File: config.mk
export PLATFORM = sky130hd
export DESIGN_NAME = tmpe_queue
export DESIGN_NICKNAME = d
export VERILOG_FILES = /design/src/sv/trimmed_mean_population_estimator_core_defines.svh /design/src/sv/tmpe_pkg.sv /design/src/sv/tmpe_queue.sv
export SDC_FILE = /design/constraint.sdc
export NUM_CORES = 1
export LEC_CHECK = 0
export CAP_MARGIN = 10
export CORE_MARGIN = 3
export CORE_UTILIZATION = 55
export DETAILED_ROUTE_END_ITERATION = 10
export DONT_BUFFER_PORTS = 1
export GPL_ROUTABILITY_DRIVEN = 0
export GPL_TIMING_DRIVEN = 0
export PLACE_DENSITY = 0.73
export SETUP_SLACK_MARGIN = 0.15
export SKIP_LAST_GASP = 1
export SYNTH_ARGS = -nofsm -noshare
export SYNTH_HDL_FRONTEND = slang
export SYNTH_SLANG_ARGS = --single-unit
File: constraint.sdc
create_clock -name clk -period 3.7 [get_ports clk]
set_input_delay 0 -clock clk [delete_from_list [all_inputs] [get_ports clk]]
set_output_delay 0 -clock clk [all_outputs]
set_load 0.005 [all_outputs]
File: src/sv/trimmed_mean_population_estimator_core_defines.svh
// ----------------------------------------------------------------------------
// trimmed_mean_population_estimator_core_defines
// Assertion macros used by the estimator back end (tmpe_back).
// ----------------------------------------------------------------------------
`ifndef TRIMMED_MEAN_POPULATION_ESTIMATOR_CORE_DEFINES_SVH
`define TRIMMED_MEAN_POPULATION_ESTIMATOR_CORE_DEFINES_SVH

// Same-cycle implication, held off during reset.
`define TMPE_ASSERT_IMP(label, clk, rst, ante, cons, msg) \
  label: assert property (@(posedge clk) disable iff (rst) (ante) |-> (cons)) \
    else $error(msg);

// Next-cycle implication, held off during reset.
`define TMPE_ASSERT_NXT(label, clk, rst, ante, cons, msg) \
  label: assert property (@(posedge clk) disable iff (rst) (ante) |=> (cons)) \
    else $error(msg);

`endif

File: src/sv/tmpe_pkg.sv
// ----------------------------------------------------------------------------
// tmpe_pkg
// Shared constants and types of the trimmed-mean population estimator.
// ----------------------------------------------------------------------------
`default_nettype none

package tmpe_pkg;

  localparam int WINDOW      = 100;
  localparam int MIN_SAMPLES = 10;
  localparam int ADDR_W      = $clog2(WINDOW);
  localparam int CNT_W       = $clog2(WINDOW + 1);
  localparam int PROBE_W     = 31;
  localparam int SUM_W       = PROBE_W + CNT_W;
  localparam int MOD_W       = 34;

  localparam logic [16:0] MOD_OLD_Q16 = 17'd78643;
  localparam logic [16:0] MOD_FW_Q16  = 17'd91750;
  localparam logic [16:0] ONE_Q16     = 17'd65536;

  // n/6 as (n*171)>>10, exact for n below 257
  localparam logic [7:0] CUT_RECIP = 8'd171;
  localparam int         CUT_SHIFT = 10;

  localparam logic [1:0] CFG_FIREWALLED_UDP = 2'd0;
  localparam logic [1:0] CFG_FW_RATIO       = 2'd1;
  localparam logic [1:0] CFG_NEWER_RATIO    = 2'd2;

  typedef struct packed {
    logic        firewalled_udp;
    logic [15:0] firewalled_ratio_q16;
    logic [16:0] newer_node_ratio_q16;
  } cfg_t;

  typedef struct packed {
    logic               has_probe;
    logic [PROBE_W-1:0] probe;
  } probe_item_t;

  typedef struct packed {
    logic        probe_added;
    logic [6:0]  probe_count;
    logic [31:0] estimate;
  } result_t;

endpackage

`default_nettype wire

File: src/sv/tmpe_queue.sv
// ----------------------------------------------------------------------------
// tmpe_queue
// Two-entry queue of probe items between front and back.
// ----------------------------------------------------------------------------
`default_nettype none

module tmpe_queue import tmpe_pkg::*; (
  input  wire logic  clk,
  input  wire logic  rst,
  input  wire logic  wr_valid,
  output logic       wr_ready,
  input  wire probe_item_t wr_item,
  output logic       rd_valid,
  input  wire logic  rd_ready,
  output probe_item_t rd_item
);

  probe_item_t entry [2];
  logic       wr_ptr;
  logic       rd_ptr;
  logic [1:0] fill;
  logic       do_wr;
  logic       do_rd;

  assign wr_ready = (fill != 2'd2);
  assign rd_valid = (fill != 2'd0);
  assign rd_item  = entry[rd_ptr];
  assign do_wr    = wr_valid && wr_ready;
  assign do_rd    = rd_valid && rd_ready;

  always_ff @(posedge clk) begin
    if (do_wr) begin
      entry[wr_ptr] <= wr_item;
    end
  end

  always_ff @(posedge clk) begin
    if (rst) begin
      wr_ptr <= 1'b0;
      rd_ptr <= 1'b0;
      fill   <= 2'd0;
    end else begin
      if (do_wr) wr_ptr <= ~wr_ptr;
      if (do_rd) rd_ptr <= ~rd_ptr;
      case ({do_wr, do_rd})
        2'b10:   fill <= fill + 2'd1;
        2'b01:   fill <= fill - 2'd1;
        default: fill <= fill;
      endcase
    end
  end

endmodule

`default_nettype wire

==> results of run 1 <==
layer usage:
layer	routed length, um	track usage	vias up
li1	-	-	577
met1	1560	0.182	605
met2	2340	0.291	49
met3	299	0.0561	9
met4	80	0.0905	0
met5	0	0	-
power by group:
| group | switching, mW | internal (mW) | leakage (nW) |
|---|---|---|---|
| Combinational | 0.234 | 0.226 | 0.357 |
| Clock | 0.254 | 0.235 | 0.0809 |
| Sequential | 0.0373 | 0.988 | 0.640 |
logic make-up (layout without fill, tap and decap cells):
family          count (synthesis)  count (layout)  synth area share
flops                          69              69             0.801
mux                            32              32             0.143
simple gates                    9               9            0.0188
compound gates                  5               5            0.0129
buf+inv                         5              57           0.00892
xor+xnor                        3               3            0.0104
fa+ha+maj                       1               1           0.00496
worst paths after layout:
path	from	to	slack (ns)	cells after the start
worst max-delay path	fill[0]$_SDFFE_PP0P_	entry[1][19]$_DFFE_PP_	1.79	3
worst min-delay path	rd_ready	flip-flop	0.03	3
worst max register to register	fill[0]$_SDFFE_PP0P_	entry[1][19]$_DFFE_PP_	1.79	3
worst min register to register	fill[1]$_SDFFE_PP0P_	fill[1]$_SDFFE_PP0P_	0.52	2
state kept, by name (all words and copies together) (netlist names), named ones only:
register and cells:
entry 64, fill 2, rd_ptr 1, wr_ptr 1
tightest hold or removal path, delay by kind of cell:
kind / cells / cell delay, ns
and+or+nand+nor: 1 / 0.08
AOI/OAI and AO/OA: 1 / 0.14
xor gates and xnor gates: 1 / 0.09
cell usage in the layout, fill, tap and decap left out, types with 2 or more instances in the layout:
cell type and count:
sky130_fd_sc_hd__buf_16 2, sky130_fd_sc_hd__a21oi_1 2, sky130_fd_sc_hd__clkinv_1 2, sky130_fd_sc_hd__edfxtp_1 64
sky130_fd_sc_hd__dfxtp_1 5, sky130_fd_sc_hd__dlygate4sd3_1 34, sky130_fd_sc_hd__clkinv_2 3, sky130_fd_sc_hd__nor2_1 3
sky130_fd_sc_hd__buf_2 3, sky130_fd_sc_hd__clkbuf_1 2, sky130_fd_sc_hd__mux2_2 30, sky130_fd_sc_hd__mux2_1 2
sky130_fd_sc_hd__xnor2_1 2, sky130_fd_sc_hd__clkbuf_8 9
cell usage after synthesis (all sizes together), types with 2 or more instances:
library cell and number:
dfxtp 5, buf 3, a21oi 2, nor2 3, edfxtp 64, mux2 32
xnor2 2
final cells by class:
type,instances,area (um^2),share of cell area
clock inverter,6,30.0,0.00956
timing repair buffer,36,395,0.126
sequential,69,2020,0.644
clock buffer,10,128,0.0406
inverter,1,3.75,0.00119
tap,52,65.1,0.0207
multi-input combinational,50,479,0.153
buffer,4,18.8,0.00597
timing repair:
| action | 4_1_cts | 5_1_grt |
|---|---|---|
| setup endpoints to repair | 0 | 0 |
| hold buffers | 34 | 0 |
| hold endpoints to repair | 69 | 0 |
==> flow_summary.ini, run 1 <==
[sta]
post-route-min-period_ns = 1.91
timing.setup.tns_ns = 0
worst_pin_slew_ns = 0.822
final_worst_path_period_share = 0.517
report.final.setup_viol = 0
fmax_mhz = 522
finalHoldWorstSlack_ns = 0.0277
final_critical_path_setup_slack_ns = 1.79
final-max-slew-violation-count = 0
grt_setup_unrepaired = false
relSlewSlack = 0.452
final_hold_viol_count = 0
worst_clock_skew_ns = 0.00637

[global_routing]
gr-total-overflow = 0
antenna_violations_before_repair = 0
gr-usage-all-layers = 0.169
grt_max_degree = 33
vias_in_the_first_global_route = 1290
grt_pass1_wl_mm = 6.49

[logic_synthesis]
synth_largest_type_area_fraction = 0.762
syn-mean-instance-area_um2 = 20.4
synth_fp_nets = 161
synth.ff_latch_count = 69
syn-cell-area_um2 = 2520
synth_sequential_area_ratio = 0.801
synth_edf_count = 64
post_synth_num_cell_types = 21
ys_dominant_reg_cell = sky130_fd_sc_hd__edfxtp_1
netlist_top_cells_area = sky130_fd_sc_hd__edfxtp_1, sky130_fd_sc_hd__mux2_2, sky130_fd_sc_hd__dfxtp_1, sky130_fd_sc_hd__mux2_1, sky130_fd_sc_hd__xnor2_1
ys.warnings.count = 0
synthDominantAreaCellType = sky130_fd_sc_hd__edfxtp_1
syn_inst = 124
synth_async_sr_flop_share = 0

[floorplan]
pin_count = 70
die_footprint_um2 = 5440
core_region_area_um2 = 4380
row_count = 24
floorplan.initialDensity = 0.576
die_x_um = 73.7
fp.dieH_um = 73.7

[clock_network]
clock_insertion_delay_worst_skew_ns = 0.33
cts_root_buffer = sky130_fd_sc_hd__clkbuf_8
cts-htree-levels = 3
cts_buffer_depth = 2
cts_resized = 0
cts.clk_slew.worst_paths_ns = 0.07
cts_inserted_buffers = 9
cts_tree = built
postCtsSetupBuffers = 0
cts_num_sinks = 69

[critical_path]
crit_arrival_ns = 1.95
crit_slowest_cell = sky130_fd_sc_hd__and3_1
crit_path_cell_trace = nand2b_1 > and3_1 > buf_16
critPathLaunchType = flip-flop
max_stage_delay_ns = 0.73
cp_top_family = simple AND/OR/NAND/NOR gates
buf_inv_stages_crit_path = 1
crit_required_ns = 3.74
critical_path_peak_fanout = 18
start_to_end_type_of_the_worst_setup_path = flip-flop to flip-flop
cp-end-kind = flip-flop

[routing]
post_drt_via_cell_ratio = 5.44
wl_per_cell_um = 18.8
detail_route.iter0.violations = 66
remaining_drc_errors = 0
first_pass_iters = 4
routed_wl_mm = 4.28
antenna_left = 0
vias = 1240

[job]
cap_violations = 0

[placement]
placed_cells = 177
post_place_instance_area_um2 = 2620
buffer_ports.inserted = 0
detailed_place_hpwl_mm = 2.71
worst_setup_timing_slack_at_the_placement_stage_ns = 1.59

[worst_hold_path]
hp-class = input port to flip-flop

[layout]
utilization = 0.717
finalNetCount = 208
final_cell_area_um2 = 3140
num-fill-cells = 280
non_filler_cells_final = 228
syn_to_final_growth_pct = 24.5
diodes = 0
drive_above_1_share = 0.284

[power_and_ir_drop]
vdd_ir_drop_max_mv = 0.401
power_per_cell_area_nw_per_um2 = 628
total_leakage_power_nw = 1.08
report.power.total_mw = 1.97

[run_status]
outcome = complete, no violations
(Power assumes the default switching activity.)
==> run 2: changes to the inputs <==
- clock period: 3.7 -> 1.8 ns (I/O delays scaled with it)
==> run 2 against run 1 <==
Net effect: cell area increased by 1.0%; clock skew decreased by 0.0023 ns; combinational power increased by 110%; via count decreased by 0.32%; die area unchanged; cell count increased by 0.88%; hold slack got worse by 0.0074 ns; critical path depth increased by 2; worst setup slack got worse by 1.6 ns; non-clock buffer count increased by 1; sequential power increased by 100%; sequential cell count unchanged; critical path type unchanged; largest power group unchanged; highest routed layer unchanged.
==> flow_summary.ini, run 2 (synthesized netlist as in run 1, its figures left out) <==
[sta]
final_worst_path_period_share = 0.881
worst_pin_slew_ns = 0.449
final_hold_viol_count = 0
worst_clock_skew_ns = 0.00410
final-max-slew-violation-count = 0
finalHoldWorstSlack_ns = 0.0204
report.final.setup_viol = 0
post-route-min-period_ns = 1.59
grt_setup_unrepaired = false
relSlewSlack = 0.700
timing.setup.tns_ns = 0
fmax_mhz = 630

[layout]
most-common-layout-cells = sky130_fd_sc_hd__edfxtp_1, sky130_fd_sc_hd__dlygate4sd3_1, sky130_fd_sc_hd__mux2_2
sequential_cell_area_um2 = 2020
diodes = 0
largest_register_ff_count = 64
most_frequent_standard_cell_in_the_layout_excluding_fill_and_tap_cells = sky130_fd_sc_hd__edfxtp_1
top_regs = entry x64, fill x2
multiInputGateArea_um2 = 487
non_filler_cells_final = 230
syn_to_final_growth_pct = 25.8
num-fill-cells = 291
top_register = entry
drive_above_1_share = 0.320
finalNetCount = 210

[floorplan]
floorplan.initialDensity = 0.576
fp.dieH_um = 73.7
core_region_area_um2 = 4380
pin_count = 70
row_count = 24
die_x_um = 73.7
die_footprint_um2 = 5440

[clock_network]
cts_root_buffer = sky130_fd_sc_hd__clkbuf_8
cts.clk_slew.worst_paths_ns = 0.07
cts_num_sinks = 69
cts_inserted_buffers = 9
cts-htree-levels = 3
cts_tree = built
clock_insertion_delay_worst_skew_ns = 0.32
cts_buffer_depth = 2

[routing]
detail_route.iter0.violations = 67
remaining_drc_errors = 0
first_pass_iters = 4
wl_per_cell_um = 18.6
routed_wl_mm = 4.27
vias = 1236
antenna_left = 0
post_drt_via_cell_ratio = 5.37

[critical_path]
crit_required_ns = 2.04
crit_arrival_ns = 1.83
start_to_end_type_of_the_worst_setup_path = flip-flop to flip-flop
max_stage_delay_ns = 0.37
crit_path_cell_trace = nand2b_2 > nand2_1 > ha_1 > or3_1 > a21oi_1
crit_slowest_cell = sky130_fd_sc_hd__dfxtp_2
critPathLaunchType = flip-flop
critical_path_peak_fanout = 5
setup.reg_to_reg.worst_slack_ns = 0.21
cp-end-kind = flip-flop

[placement]
placed_cells = 176
detailed_place_hpwl_mm = 2.58
buffer_ports.inserted = 0

[power_and_ir_drop]
report.power.total_mw = 4.22
vdd_ir_drop_max_mv = 1.01
total_leakage_power_nw = 1.07
power_per_cell_area_nw_per_um2 = 1330

[worst_hold_path]
hp-class = input port to flip-flop

[job]
cap_violations = 0

[global_routing]
vias_in_the_first_global_route = 1335
grt_max_degree = 33
grtUsageMet3 = 0.0438
grt_use_met1 = 0.169
use_met2 = 0.297
gr-total-overflow = 0
grt_pass1_wl_mm = 6.23
gr-max-usage-layer = met2
antenna_violations_before_repair = 0
gr-usage-all-layers = 0.164

[run_status]
outcome = complete, no violations
[run 2: changes by cell type in the layout (fill, tap and decap cells not counted), sizes merged]
cell / previous run / this run
inv: 1 / 0
clkbuf: 11 / 10
clkinvlp: 1 / 4
bufinv: 0 / 1
buf: 5 / 6
clkinv: 5 / 4
[run 2: per-stage QoR]
stage | setup WS, ns | instance area (um^2) | util
floorplan | 0.256 | 2530 | -
global placement | 0.00157 | 2590 | 0.592
detailed placement | -0.0899 | 2590 | 0.592
CTS | 0.160 | 3170 | 0.724
global route | 0.176 | 3170 | 0.724
finish | 0.214 | 3170 | 0.724
[run 2: final timing paths]
check                             from                    to  depth (start not counted)
hold reg to reg    rd_ptr$_SDFFE_PP0P_             flip-flop                          2
setup / recovery  fill[0]$_SDFFE_PP0P_  fill[1]$_SDFFE_PP0P_                          5
hold / removal                rd_ready             flip-flop                          3
setup reg to reg  fill[0]$_SDFFE_PP0P_  fill[1]$_SDFFE_PP0P_                          5
[run 2: report_power, final]
group	internal [mW]	switching, mW
clock network	0.629	0.531
registers	2.03	0.0783
logic	0.463	0.487
total	3.12	1.10
[run 2: what timing repair did]
action / CTS / global route
setup endpoints to repair: 65 / 1
buffers inserted: 3 / 0
cloned: 1 / 0
hold buffers: 34 / 0
resized for setup: 3 / 1
hold endpoints to repair: 69 / 0
[run 2: per-layer routing]
layer	part of all wire	routed length, um
met2	0.57	2450
met4	0.0052	22
met5	0	0
met1	0.36	1540
met3	0.060	255
[run 2: area by class of cell]
cell class                 count  area share
clock inverter                 7      0.0209
sequential                    69       0.637
tap                           52      0.0205
clock buffer                   9      0.0390
timing repair buffer          37       0.118
timing repair inverter         1     0.00237
inverter                       1     0.00237
multi-input combinational     50       0.153
buffer                         4     0.00591
[run 2: worst max-delay path, delay by kind of cell, from the launching register on]
kind	cells	cell delay (ns)
AOI/OAI and AO/OA	1	0.18
adders and majority gates	1	0.33
DFF	1	0.37
and+or+nand+nor	3	0.63
