$ cat src/sv/trimmed_mean_population_estimator_core_defines.svh
// ----------------------------------------------------------------------------
// trimmed_mean_population_estimator_core_defines
// Assertion macros used by the estimator back end (tmpe_back).
// ----------------------------------------------------------------------------
`ifndef TRIMMED_MEAN_POPULATION_ESTIMATOR_CORE_DEFINES_SVH
`define TRIMMED_MEAN_POPULATION_ESTIMATOR_CORE_DEFINES_SVH

// Same-cycle implication, held off during reset.
`define TMPE_ASSERT_IMP(label, clk, rst, ante, cons, msg) \
  label: assert property (@(posedge clk) disable iff (rst) (ante) |-> (cons)) \
    else $error(msg);

// Next-cycle implication, held off during reset.
`define TMPE_ASSERT_NXT(label, clk, rst, ante, cons, msg) \
  label: assert property (@(posedge clk) disable iff (rst) (ante) |=> (cons)) \
    else $error(msg);

`endif

$ cat src/sv/tmpe_pkg.sv
// ----------------------------------------------------------------------------
// tmpe_pkg
// Shared constants and types of the trimmed-mean population estimator.
// ----------------------------------------------------------------------------
`default_nettype none

package tmpe_pkg;

  localparam int WINDOW      = 100;
  localparam int MIN_SAMPLES = 10;
  localparam int ADDR_W      = $clog2(WINDOW);
  localparam int CNT_W       = $clog2(WINDOW + 1);
  localparam int PROBE_W     = 31;
  localparam int SUM_W       = PROBE_W + CNT_W;
  localparam int MOD_W       = 34;

  localparam logic [16:0] MOD_OLD_Q16 = 17'd78643;
  localparam logic [16:0] MOD_FW_Q16  = 17'd91750;
  localparam logic [16:0] ONE_Q16     = 17'd65536;

  // n/6 as (n*171)>>10, exact for n below 257
  localparam logic [7:0] CUT_RECIP = 8'd171;
  localparam int         CUT_SHIFT = 10;

  localparam logic [1:0] CFG_FIREWALLED_UDP = 2'd0;
  localparam logic [1:0] CFG_FW_RATIO       = 2'd1;
  localparam logic [1:0] CFG_NEWER_RATIO    = 2'd2;

  typedef struct packed {
    logic        firewalled_udp;
    logic [15:0] firewalled_ratio_q16;
    logic [16:0] newer_node_ratio_q16;
  } cfg_t;

  typedef struct packed {
    logic               has_probe;
    logic [PROBE_W-1:0] probe;
  } probe_item_t;

  typedef struct packed {
    logic        probe_added;
    logic [6:0]  probe_count;
    logic [31:0] estimate;
  } result_t;

endpackage

`default_nettype wire

$ cat src/sv/tmpe_front.sv
// ----------------------------------------------------------------------------
// tmpe_front
// Accepts distance items; divides each nonzero one bit-serially into a probe.
// ----------------------------------------------------------------------------
`default_nettype none

module tmpe_front import tmpe_pkg::*; (
  input  wire logic        clk,
  input  wire logic        rst,
  input  wire logic        in_valid,
  output logic             in_ready,
  input  wire logic [31:0] distance_high,
  output logic             push_valid,
  input  wire logic        push_ready,
  output probe_item_t      push_item
);

  localparam logic [1:0] F_IDLE = 2'd0;
  localparam logic [1:0] F_DIV  = 2'd1;
  localparam logic [1:0] F_PUSH = 2'd2;

  logic [1:0]  state;
  logic [31:0] divisor;
  logic [31:0] rem;
  logic [31:0] quo;
  logic [4:0]  cnt;
  logic        has;
  logic [32:0] shifted;
  logic        fits;

  assign shifted = {rem, quo[31]};
  assign fits    = shifted >= {1'b0, divisor};

  always_ff @(posedge clk) begin
    if (rst) begin
      state <= F_IDLE;
    end else begin
      case (state)
        F_IDLE: begin
          if (in_valid) begin
            divisor <= distance_high;
            rem     <= '0;
            quo     <= 32'hFFFF_FFFF;
            cnt     <= '0;
            has     <= (distance_high != 32'd0);
            state   <= (distance_high != 32'd0) ? F_DIV : F_PUSH;
          end
        end
        F_DIV: begin
          rem <= fits ? 32'(shifted - {1'b0, divisor}) : shifted[31:0];
          quo <= {quo[30:0], fits};
          cnt <= cnt + 5'd1;
          if (cnt == 5'd31) begin
            state <= F_PUSH;
          end
        end
        F_PUSH: begin
          if (push_ready) begin
            state <= F_IDLE;
          end
        end
        default: state <= F_IDLE;
      endcase
    end
  end

  assign in_ready            = (state == F_IDLE);
  assign push_valid          = (state == F_PUSH);
  assign push_item.has_probe = has;
  assign push_item.probe     = quo[31:1];

endmodule

`default_nettype wire

$ cat config.mk
export PLATFORM = sky130hd
export DESIGN_NAME = tmpe_front
export DESIGN_NICKNAME = d
export VERILOG_FILES = /design/src/sv/trimmed_mean_population_estimator_core_defines.svh /design/src/sv/tmpe_pkg.sv /design/src/sv/tmpe_front.sv
export SDC_FILE = /design/constraint.sdc
export NUM_CORES = 1
export LEC_CHECK = 0
export ABC_CLOCK_PERIOD_IN_PS = 8000
export BUFFER_PORTS_ARGS = -buffer_cell sky130_fd_sc_hd__clkbuf_2
export CORE_AREA = 2 2 87 173
export CTS_CLUSTER_DIAMETER = 150
export DETAILED_ROUTE_END_ITERATION = 6
export DIE_AREA = 0 0 89 175
export PLACE_DENSITY = 0.67
export SLEW_MARGIN = 10
export SYNTH_ARGS = -nofsm -noshare
export SYNTH_HDL_FRONTEND = slang
export SYNTH_SLANG_ARGS = --single-unit
$ cat constraint.sdc
create_clock -name clk -period 8 [get_ports clk]
set_input_delay 1.2 -clock clk [delete_from_list [all_inputs] [get_ports clk]]
set_output_delay 1.2 -clock clk [all_outputs]
set_load 0.01 [all_outputs]
==> results of run 1 <==
where the power goes:
group          internal [W]  switching, W  leakage (nW)
Combinational      0.000104      0.000180          1.53
Sequential         0.000630     0.0000123         0.899
Clock              0.000214      0.000207         0.127
Total              0.000948      0.000399          2.55
placed cells by master, fill, tap and decap left out, drive strengths merged, types with 12 or more instances in the layout:
| cell | count |
|---|---|
| inv | 46 |
| nor2 | 38 |
| a21oi | 50 |
| clkbuf | 80 |
| ha | 34 |
| nand3 | 13 |
| o21ai | 32 |
| edfxtp | 102 |
| nand2 | 67 |
| nand2b | 35 |
| nor3 | 12 |
| xnor2 | 15 |
cell type report:
cell class                 instances  share of cell area (%)
multi-input combinational        408                    39.3
sequential                       104                    45.1
clock inverter                     5                   0.601
timing repair buffer              75                    5.68
clock buffer                      11                    3.39
tap                              192                    3.50
inverter                          44                    2.40
per-layer routing:
layer | vias to the layer above | part of all wire [%] | routed length (µm)
met3 | 40 | 3.6 | 546
li1 | 2222 | - | -
met5 | - | 0 | 0
met4 | 0 | 5.1 | 759
met2 | 100 | 57 | 8610
met1 | 2210 | 34 | 5110
cell families after synthesis:
group | Yosys count | share of synthesized area, %
AND/OR/NAND/NOR | 208 | 17.1
AO/OA/AOI/OAI | 136 | 14.3
flip-flops | 104 | 49.2
buffers and inverters | 99 | 8.23
adder cells (fa/ha/maj) | 35 | 7.06
XOR/XNOR | 26 | 3.61
multiplexers | 3 | 0.496
final timing paths:
kind	startpoint	to	cells past startpoint
min	quo[0]	quo[1]	1
max	distance_high[1]	state[1]	9
max reg2reg	quo[31]	rem[26]	11
min reg2reg	quo[0]	quo[1]	1
cells in the mapped netlist (3+ instances only):
| cell | number |
|---|---|
| edfxtp_1 | 102 |
| nand2b_1 | 35 |
| xnor2_1 | 15 |
| a21oi_2 | 4 |
| ha_1 | 34 |
| o21ai_0 | 25 |
| a31oi_1 | 5 |
| nor3_1 | 11 |
| nand2_1 | 65 |
| buf_2 | 7 |
| nand3_1 | 11 |
| buf_4 | 33 |
| nor4_1 | 10 |
| xor2_1 | 11 |
| o21ai_1 | 5 |
| a21o_1 | 6 |
| and2_1 | 5 |
| nand4_1 | 8 |
| nor2_1 | 36 |
| clkbuf_1 | 13 |
| or3b_1 | 3 |
| a21oi_1 | 46 |
| a211oi_1 | 11 |
| inv_1 | 43 |
| nor2b_1 | 5 |
| o21bai_1 | 6 |
registers in the layout (all words and copies together), names as in the netlist:
signal   cells
divisor     32
rem         32
has          1
cnt          5
state        2
quo         32
worst max-delay path, stage by stage:
cell and delay [ps]:
clkbuf_2 100, nor4_1 820, nand4_1 230, nor2_1 430, nand2_1 100, mux2_2 280
nor2_1 80, a21oi_1 50, nor2_1 110
metrics by stage:
stage	util, %	area, µm²
2_1_floorplan	-	6310
3_3_place_gp	46.2	6600
3_5_place_dp	46.2	6600
4_1_cts	48.2	6870
5_1_grt	48.2	6870
6_report	48.2	6870
==> flow_summary.yaml, run 1 <==
run_status:
  status: "finished clean"
detailed_routing:
  drt_iter0_drc: 232
  via_per_inst: 5.45
  routedWlPerCell_um: 17.9
  first_pass_iters: 4
  drcViolationCount: 0
  antenna_left: 0
  num_vias: 4572
  wl_um: 15000
global_routing:
  grtUsageMet3_pct: 2.88
  grt_usage_pct: 20.1
  grt_pass1_vias: 4677
  grt-ovfl-total: 0
  grt_antenna_before_repair: 0
  grt_pass1_wl_um: 23600
  grt_use_met1_pct: 20.0
  grt_use_met2_pct: 37.8
  grt_max_degree: 42
  grt-busiest-layer: "met2"
synth:
  synth_cells: 611
  ys_top_cells_by_area: "edfxtp_1 (49%), ha_1 (6.7%), buf_4 (3.9%), nand2_1 (3.9%), a21oi_1 (3.6%)"
  synth-edff-count: 102
  seq_area_frac_synth_pct: 49.2
  synth_warnings: 0
  synth.ff_latch_count: 104
  synth-main-ff-cell: "edfxtp_1"
  synth_top_area_share_pct: 48.6
  synth_nets: 682
  yosysTopAreaCell: "edfxtp_1"
  synth_cell_type_count: 68
  syn_area_per_cell_um2: 10.3
  syn_area_um2: 6310
  async_flop_share_pct: 0
sta:
  whs_ps: 528
  finalWorstSetupSlack_ps: 4900
  worst_pin_slew_ps: 952
  rsz0062_at_grt: "false"
  fin_crit_sh_pct: 38.8
  setup_violations: 0
  fin_tns_setup_ps: 0
  period_minus_slack_ps: 3100
  max_freq_mhz: 322
  finalHoldViolations: 0
  slew_headroom_pct: 36.0
  fin_skew_ps: 9.16
  drv_slew: 0
cells_and_area:
  regArea_um2: 3100
  synthToLayoutAreaGrowth_pct: 8.94
  instances_no_fill: 839
  nets: 713
  multi_input_area_um2: 2700
  filler_cell_count: 1374
  drive_gt1_share_pct: 18.2
  n_antenna_cell: 0
clock_tree:
  cts.path.max_buffers: 2
  post-cts-setup-buffer-count: 0
  postCtsHoldBufs: 0
  numCtsBuffers: 9
  cts-root-buf: "clkbuf_16"
  cts_tree: "done"
  clock-sinks: 104
  clk_pin_slew_ps: 70
  cts_htree_levels: 3
  cts_resized: 0
  clock_latency_ps: 360
power:
  powerDensity_nw_per_um2: 196
  total_power_w: 0.00135
  irDropWorstVdd_v: 0.000130
  p_leak_nw: 2.55
critical_path:
  worstPathArrival_ps: 3400
  crit_path_end_kind: "register"
  worstPathMaxFanout: 3
  reg2reg_slack_ps: 5040
  crit_path_start_kind: "input port"
  required_ps: 8290
  crit_type: "input port to register"
die:
  rows: 62
  die_x_um: 89
  start_util_pct: 44.2
  fp.dieH_um: 175
  core_um2: 14300
  die_area_um2: 15600
  boundaryPins: 70
placed_design:
  placed_cells_incl_taps: 823
  gp_congestion: 0.916
  portBuffers: 69
  dpl.hpwl_um: 11200
  pre_cts_slack_ps: 4500
worst_hold_path:
  holdCritPathClass: "register to register"
job:
  maxCapViolCount: 0
Power figures use the tool's default switching activity.
==> run 2, diff against run 1 <==
--- a/config.mk
+++ b/config.mk
@@ -5,7 +5,7 @@
 export SDC_FILE = /design/constraint.sdc
 export NUM_CORES = 1
 export LEC_CHECK = 0
-export ABC_CLOCK_PERIOD_IN_PS = 8000
+export ABC_CLOCK_PERIOD_IN_PS = 3100
 export BUFFER_PORTS_ARGS = -buffer_cell sky130_fd_sc_hd__clkbuf_2
 export CORE_AREA = 2 2 87 173
 export CTS_CLUSTER_DIAMETER = 150
==> constraint.sdc (replaced) <==
create_clock -name clk -period 3.1 [get_ports clk]
set_input_delay 0.465 -clock clk [delete_from_list [all_inputs] [get_ports clk]]
set_output_delay 0.465 -clock clk [all_outputs]
set_load 0.01 [all_outputs]
==> run 2 against run 1 <==
  * Core utilization grew 0.74 points
  * Setup slack lost 4700 ps
  * Register-to-register slack lost 4800 ps
  * Sequential share of layout area shrank 0.68 points
  * Total power grew to 2.7 times the previous value
  * Via count grew 1.0%
  * Hold slack lost 230 ps
  * Combinational power grew to 2.6 times the previous value
  * Flip-flop and latch count is the same
  * Global-route usage grew 0.48 points
  * Routed wire length grew 0.84%
  * Largest power group unchanged
  * Highest routed layer unchanged
==> flow_summary.yaml, run 2 (synthesis results as in run 1) <==
global_routing:
  grt_usage_pct: 20.5
  grt-ovfl-total: 0
  grt_antenna_before_repair: 0
  grtUsageMet3_pct: 2.74
  grt_pass1_wl_um: 24100
  grt_use_met2_pct: 37.1
  grt_use_met1_pct: 21.4
  grt-busiest-layer: "met2"
  grt_max_degree: 41
  grt_pass1_vias: 4780
clock_tree:
  postCtsHoldBufs: 0
  clock-sinks: 104
  cts_tree: "done"
  post-cts-setup-buffer-count: 0
  cts_resized: 0
  numCtsBuffers: 9
  cts-root-buf: "clkbuf_16"
  clk_pin_slew_ps: 80
  cts.path.max_buffers: 2
  clock_latency_ps: 360
  cts_htree_levels: 3
die:
  start_util_pct: 44.2
  core_um2: 14300
  boundaryPins: 70
  fp.dieH_um: 175
  rows: 62
  die_x_um: 89
  die_area_um2: 15600
sta:
  period_minus_slack_ps: 2900
  drv_slew: 0
  fin_crit_sh_pct: 93.4
  setup_violations: 0
  rsz0062_at_grt: "false"
  slew_headroom_pct: 50.4
  fin_tns_setup_ps: 0
  fin_skew_ps: 9.76
  finalHoldViolations: 0
  max_freq_mhz: 345
  worst_pin_slew_ps: 737
critical_path:
  worstPathArrival_ps: 3070
  required_ps: 3270
  crit_type: "register to register"
  worstPathCellList: "inv_1 -> ha_1 -> fa_1 -> and2b_1 -> o21ai_1 -> o21a_2 -> o311a_4 -> nor3_4 -> o41ai_2 -> mux2i_1 -> a311oi_1"
  crit_path_end_kind: "register"
  crit_path_start_kind: "register"
  critPathMaxStageDelay_ps: 410
  worstPathMaxFanout: 4
  crit_slowest_cell: "fa_1"
cells_and_area:
  final_util_pct: 48.9
  n_antenna_cell: 0
  synthToLayoutAreaGrowth_pct: 10.6
  reg_top3: "divisor: 32 flops, quo: 32 flops, rem: 32 flops"
  final_cell_mix: "edfxtp_1 (102), clkbuf_2 (69), nand2_1 (65), a21oi_1 (46), inv_1 (43)"
  nets: 718
  filler_cell_count: 1366
  layout_commonest_cell: "edfxtp_1"
  drive_gt1_share_pct: 19.0
power:
  powerDensity_nw_per_um2: 526
  p_leak_nw: 2.62
  irDropWorstVdd_v: 0.000329
detailed_routing:
  via_per_inst: 5.47
  first_pass_iters: 5
  routedWlPerCell_um: 17.9
  num_vias: 4618
  drt_iter0_drc: 235
  wl_um: 15100
  drcViolationCount: 0
  antenna_left: 0
worst_hold_path:
  holdCritPathClass: "input port to register"
job:
  maxCapViolCount: 0
placed_design:
  dpl.hpwl_um: 11400
  gp_congestion: 0.927
  portBuffers: 69
run_status:
  status: "finished clean"
run 2: area by class of cell:
type / instances / area, µm² / area share [%]
tap: 192 / 240 / 3.44
clock buffer: 9 / 225 / 3.23
clock inverter: 7 / 101 / 1.45
sequential: 104 / 3100 / 44.5
timing repair buffer: 80 / 428 / 6.13
multi-input combinational: 408 / 2720 / 38.9
inverter: 44 / 165 / 2.37
run 2: layer usage:
| metal | share of wire [%] | routed length [µm] |
|---|---|---|
| met1 | 34 | 5210 |
| met2 | 57 | 8680 |
| met3 | 2.6 | 394 |
| met4 | 5.7 | 858 |
| met5 | 0 | 0 |
run 2: critical path: cells and delay by family (launching register included):
family	cells	cell delay [ps]
compound gates	5	1100
fa+ha+maj	2	620
simple gates	2	440
flops	1	370
mux	1	140
buf+inv	1	50
run 2: worst paths after layout:
path | from | end | slack (ps) | cells after the start
max | quo[31] | rem[26] | 200 | 11
min | distance_high[29] | divisor[29] | 290 | 1
max reg2reg | quo[31] | rem[26] | 200 | 11
min reg2reg | quo[0] | quo[1] | 520 | 1
run 2: power breakdown:
part           switching, W  total (W)  internal (W)
Sequential        0.0000343    0.00166       0.00163
Clock              0.000551    0.00127      0.000719
Combinational      0.000469   0.000745      0.000276
Total               0.00105    0.00367       0.00262
run 2: metrics by stage:
stage | total power (W) | hold slack [ps] | setup WS, ps | std cells | cell area, µm²
floorplan | 0.00223 | 477 | 216 | 611 | 6330
global placement | 0.00241 | 513 | 292 | 828 | 6650
detailed placement | 0.00243 | 519 | 205 | 828 | 6650
CTS | 0.00370 | 286 | 204 | 844 | 6980
global route | 0.00383 | 293 | 29.1 | 844 | 6980
finish | 0.00367 | 294 | 204 | 844 | 6980
==> run 3, diff against run 2 <==
--- a/config.mk
+++ b/config.mk
@@ -5,14 +5,14 @@
 export SDC_FILE = /design/constraint.sdc
 export NUM_CORES = 1
 export LEC_CHECK = 0
+export ABC_AREA = 1
 export ABC_CLOCK_PERIOD_IN_PS = 3100
 export BUFFER_PORTS_ARGS = -buffer_cell sky130_fd_sc_hd__clkbuf_2
-export CORE_AREA = 2 2 87 173
+export CORE_AREA = 2 2 93 185
 export CTS_CLUSTER_DIAMETER = 150
 export DETAILED_ROUTE_END_ITERATION = 6
-export DIE_AREA = 0 0 89 175
-export PLACE_DENSITY = 0.67
-export SLEW_MARGIN = 10
+export DIE_AREA = 0 0 95 187
+export PLACE_DENSITY = 0.66
 export SYNTH_ARGS = -nofsm -noshare
 export SYNTH_HDL_FRONTEND = slang
 export SYNTH_SLANG_ARGS = --single-unit
==> run 3 against run 2 <==
  * Synthesized cell count grew 55%
  * Largest power group unchanged
  * Area after synthesis increased by 15%
  * Clock skew increased by 4.7 ps
  * Core utilization is 1.0 points lower
  * Die area is 14% higher
  * Setup slack better by 350 ps
  * Critical endpoint is now quo[0]
==> flow_summary.yaml, run 3 <==
run_status:
  status: "finished clean"
detailed_routing:
  routedWlPerCell_um: 13.9
  met3_length_um: 606
  antenna_left: 0
  highest_layer: "met4"
  num_vias: 5692
  route.met2.wl_um: 8160
  wl_met1_um: 7370
  via_per_inst: 4.75
  wl_um: 16700
  drt_iter0_drc: 475
  first_pass_iters: 5
  drcViolationCount: 0
global_routing:
  grt_usage_pct: 20.0
  grt_max_degree: 36
  grt_pass1_vias: 5430
  grt_antenna_before_repair: 0
  grt-ovfl-total: 0
  grt_pass1_wl_um: 27200
synth:
  ys_top_cells_by_area: "edfxtp_1 (42%), nand2_1 (15%), inv_1 (8.7%), nor2_1 (6.5%), ha_1 (5.9%)"
  synth_cell_type_count: 33
  synth_nets: 1017
  yosysTopAreaCell: "edfxtp_1"
  yosysMostFrequentCell: "nand2_1"
  synth_top_area_share_pct: 42.3
  synth_common_cells: "nand2_1 (283), inv_1 (167), nor2_1 (126)"
  syn_area_um2: 7240
  async_flop_share_pct: 0
  synth_cells: 946
  synth.ff_latch_count: 104
  seq_area_frac_synth_pct: 42.8
  syn_area_per_cell_um2: 7.66
  synth_warnings: 0
  synth-edff-count: 102
  synth-main-ff-cell: "edfxtp_1"
sta:
  setup_violations: 0
  drv_slew: 0
  whs_ps: 292
  fin_crit_sh_pct: 82.0
  max_freq_mhz: 393
  fin_tns_setup_ps: 0
  finalHoldViolations: 0
  rsz0062_at_grt: "false"
  finalWorstSetupSlack_ps: 557
  period_minus_slack_ps: 2540
  worst_pin_slew_ps: 747
  slew_headroom_pct: 50.2
  fin_skew_ps: 14.4
placed_design:
  pre_cts_slack_ps: 599
  portBuffers: 69
  gp_congestion: 0.968
  placed_cells_incl_taps: 1182
  dpl.hpwl_um: 12800
critical_path:
  crit_slowest_cell: "a21oi_4"
  crit_path_start_kind: "register"
  worstPathCellList: "ha_1 -> nand2_1 -> nand2_1 -> nand2_1 -> nand2_1 -> inv_2 -> nand3_2 -> nand2_2 -> nand2_4 -> a21oi_4 -> buf_12 -> nand2_1"
  critPathBufInv: 2
  reg2reg_slack_ps: 560
  worstPathMaxFanout: 21
  required_ps: 3200
  critPathMaxStageDelay_ps: 440
  rr_endpoint: "quo[0]"
  r2r_start: "rem[5]"
  crit_path_end_kind: "register"
  crit_type: "register to register"
  cp_common_cell: "nand2_1"
  worstPathArrival_ps: 2640
  r2r_cells: 12
  path_delay_family: "simple AND/OR/NAND/NOR gates"
die:
  boundaryPins: 70
  die_area_um2: 17800
  die_x_um: 95
  core_um2: 16500
  rows: 67
  fp.dieH_um: 187
  start_util_pct: 43.9
cells_and_area:
  reg_top3: "divisor: 32 flops, quo: 32 flops, rem: 32 flops"
  n_antenna_cell: 0
  synthToLayoutAreaGrowth_pct: 9.19
  drive_gt1_share_pct: 15.8
  layout_commonest_cell: "nand2_1"
  instances_no_fill: 1198
  filler_cell_count: 1630
  final_cell_mix: "nand2_1 (283), inv_1 (167), nor2_1 (125), edfxtp_1 (102), clkbuf_2 (69)"
  nets: 1057
clock_tree:
  cts-root-buf: "clkbuf_16"
  postCtsHoldBufs: 0
  cts_resized: 0
  clock_latency_ps: 370
  clk_pin_slew_ps: 90
  cts_htree_levels: 3
  numCtsBuffers: 9
  post-cts-setup-buffer-count: 0
  cts.path.max_buffers: 2
  clock-sinks: 104
  cts_tree: "done"
worst_hold_path:
  holdPathStages: 1
  holdCritPathClass: "input port to register"
  hold_start: "distance_high[9]"
  min_to: "divisor[9]"
power:
  irDropWorstVdd_v: 0.000449
  powerDensity_nw_per_um2: 548
  total_power_w: 0.00433
  p_leak_nw: 3.81
job:
  maxCapViolCount: 0
-- run 3: cell count changes after synthesis, moves of 7 or more --
| cell | delta |
|---|---|
| nand2_1 | +218 |
| inv_1 | +124 |
| nor2_1 | +90 |
| nand2b_1 | -35 |
| or2_2 | +31 |
| nand3b_1 | +29 |
| a21oi_1 | -25 |
| o21ai_0 | -23 |
| nand3_1 | +19 |
| xnor2_1 | -15 |
| a211oi_1 | -11 |
| nor4_1 | -9 |
| clkbuf_1 | -8 |
| inv_2 | +7 |
-- run 3: worst max path at each step --
| stage | startpoint | endpoint | cells past startpoint | slack [ps] |
|---|---|---|---|---|
| 2_1_floorplan | in_valid | cnt[0] | 4 | 230 |
| 3_3_place_gp | rem[5] | rem[10] | 13 | 600 |
| 3_5_place_dp | rem[5] | quo[0] | 12 | 600 |
| 4_1_cts | rem[5] | rem[10] | 13 | 570 |
| 5_1_grt | rem[5] | rem[10] | 13 | 370 |
| 6_report | rem[5] | quo[0] | 12 | 560 |
-- run 3: cell families (layout without fill, tap and decap cells) --
group | after synthesis | after routing | share of synthesized area [%]
XOR/XNOR | 14 | 14 | 1.69
adder cells (fa/ha/maj) | 35 | 35 | 6.15
AND/OR/NAND/NOR | 542 | 542 | 33.2
flip-flops | 104 | 104 | 42.8
buffers and inverters | 223 | 268 | 13.9
AO/OA/AOI/OAI | 28 | 28 | 2.23
-- run 3: routing by layer --
metal	vias up	global-route usage, %
met5	-	0
met4	0	8.47
met1	2577	26.5
met2	117	32.4
met3	32	2.90
li1	2966	-
-- run 3: where the power goes --
group	switching, W	internal [W]	total (W)
Combinational	0.000937	0.000477	0.00141
Sequential	0.0000469	0.00170	0.00174
Clock	0.000599	0.000580	0.00118
-- run 3: worst register-to-register path, cell delays in order (launching register included) --
cell and delay [ps]:
edfxtp_1 390, ha_1 350, nand2_1 90, nand2_1 80, nand2_1 70, nand2_1 80
inv_2 60, nand3_2 150, nand2_2 140, nand2_4 90, a21oi_4 440, buf_12 250
nand2_1 90
-- run 3: final cells by class --
class | count | area (µm²) | area share, %
multi-input combinational | 619 | 3150 | 39.8
sequential | 104 | 3100 | 39.2
clock inverter | 7 | 73.8 | 0.934
inverter | 176 | 661 | 8.35
timing repair buffer | 76 | 435 | 5.51
clock buffer | 9 | 225 | 2.85
tap | 207 | 259 | 3.28
-- run 3: through the flow --
step           instance area, µm²  util (%)
3_3_place_gp                 7610      46.1
2_1_floorplan                7250         -
4_1_cts                      7910      47.9
3_5_place_dp                 7610      46.1
5_1_grt                      7910      47.9
6_report                     7910      47.9
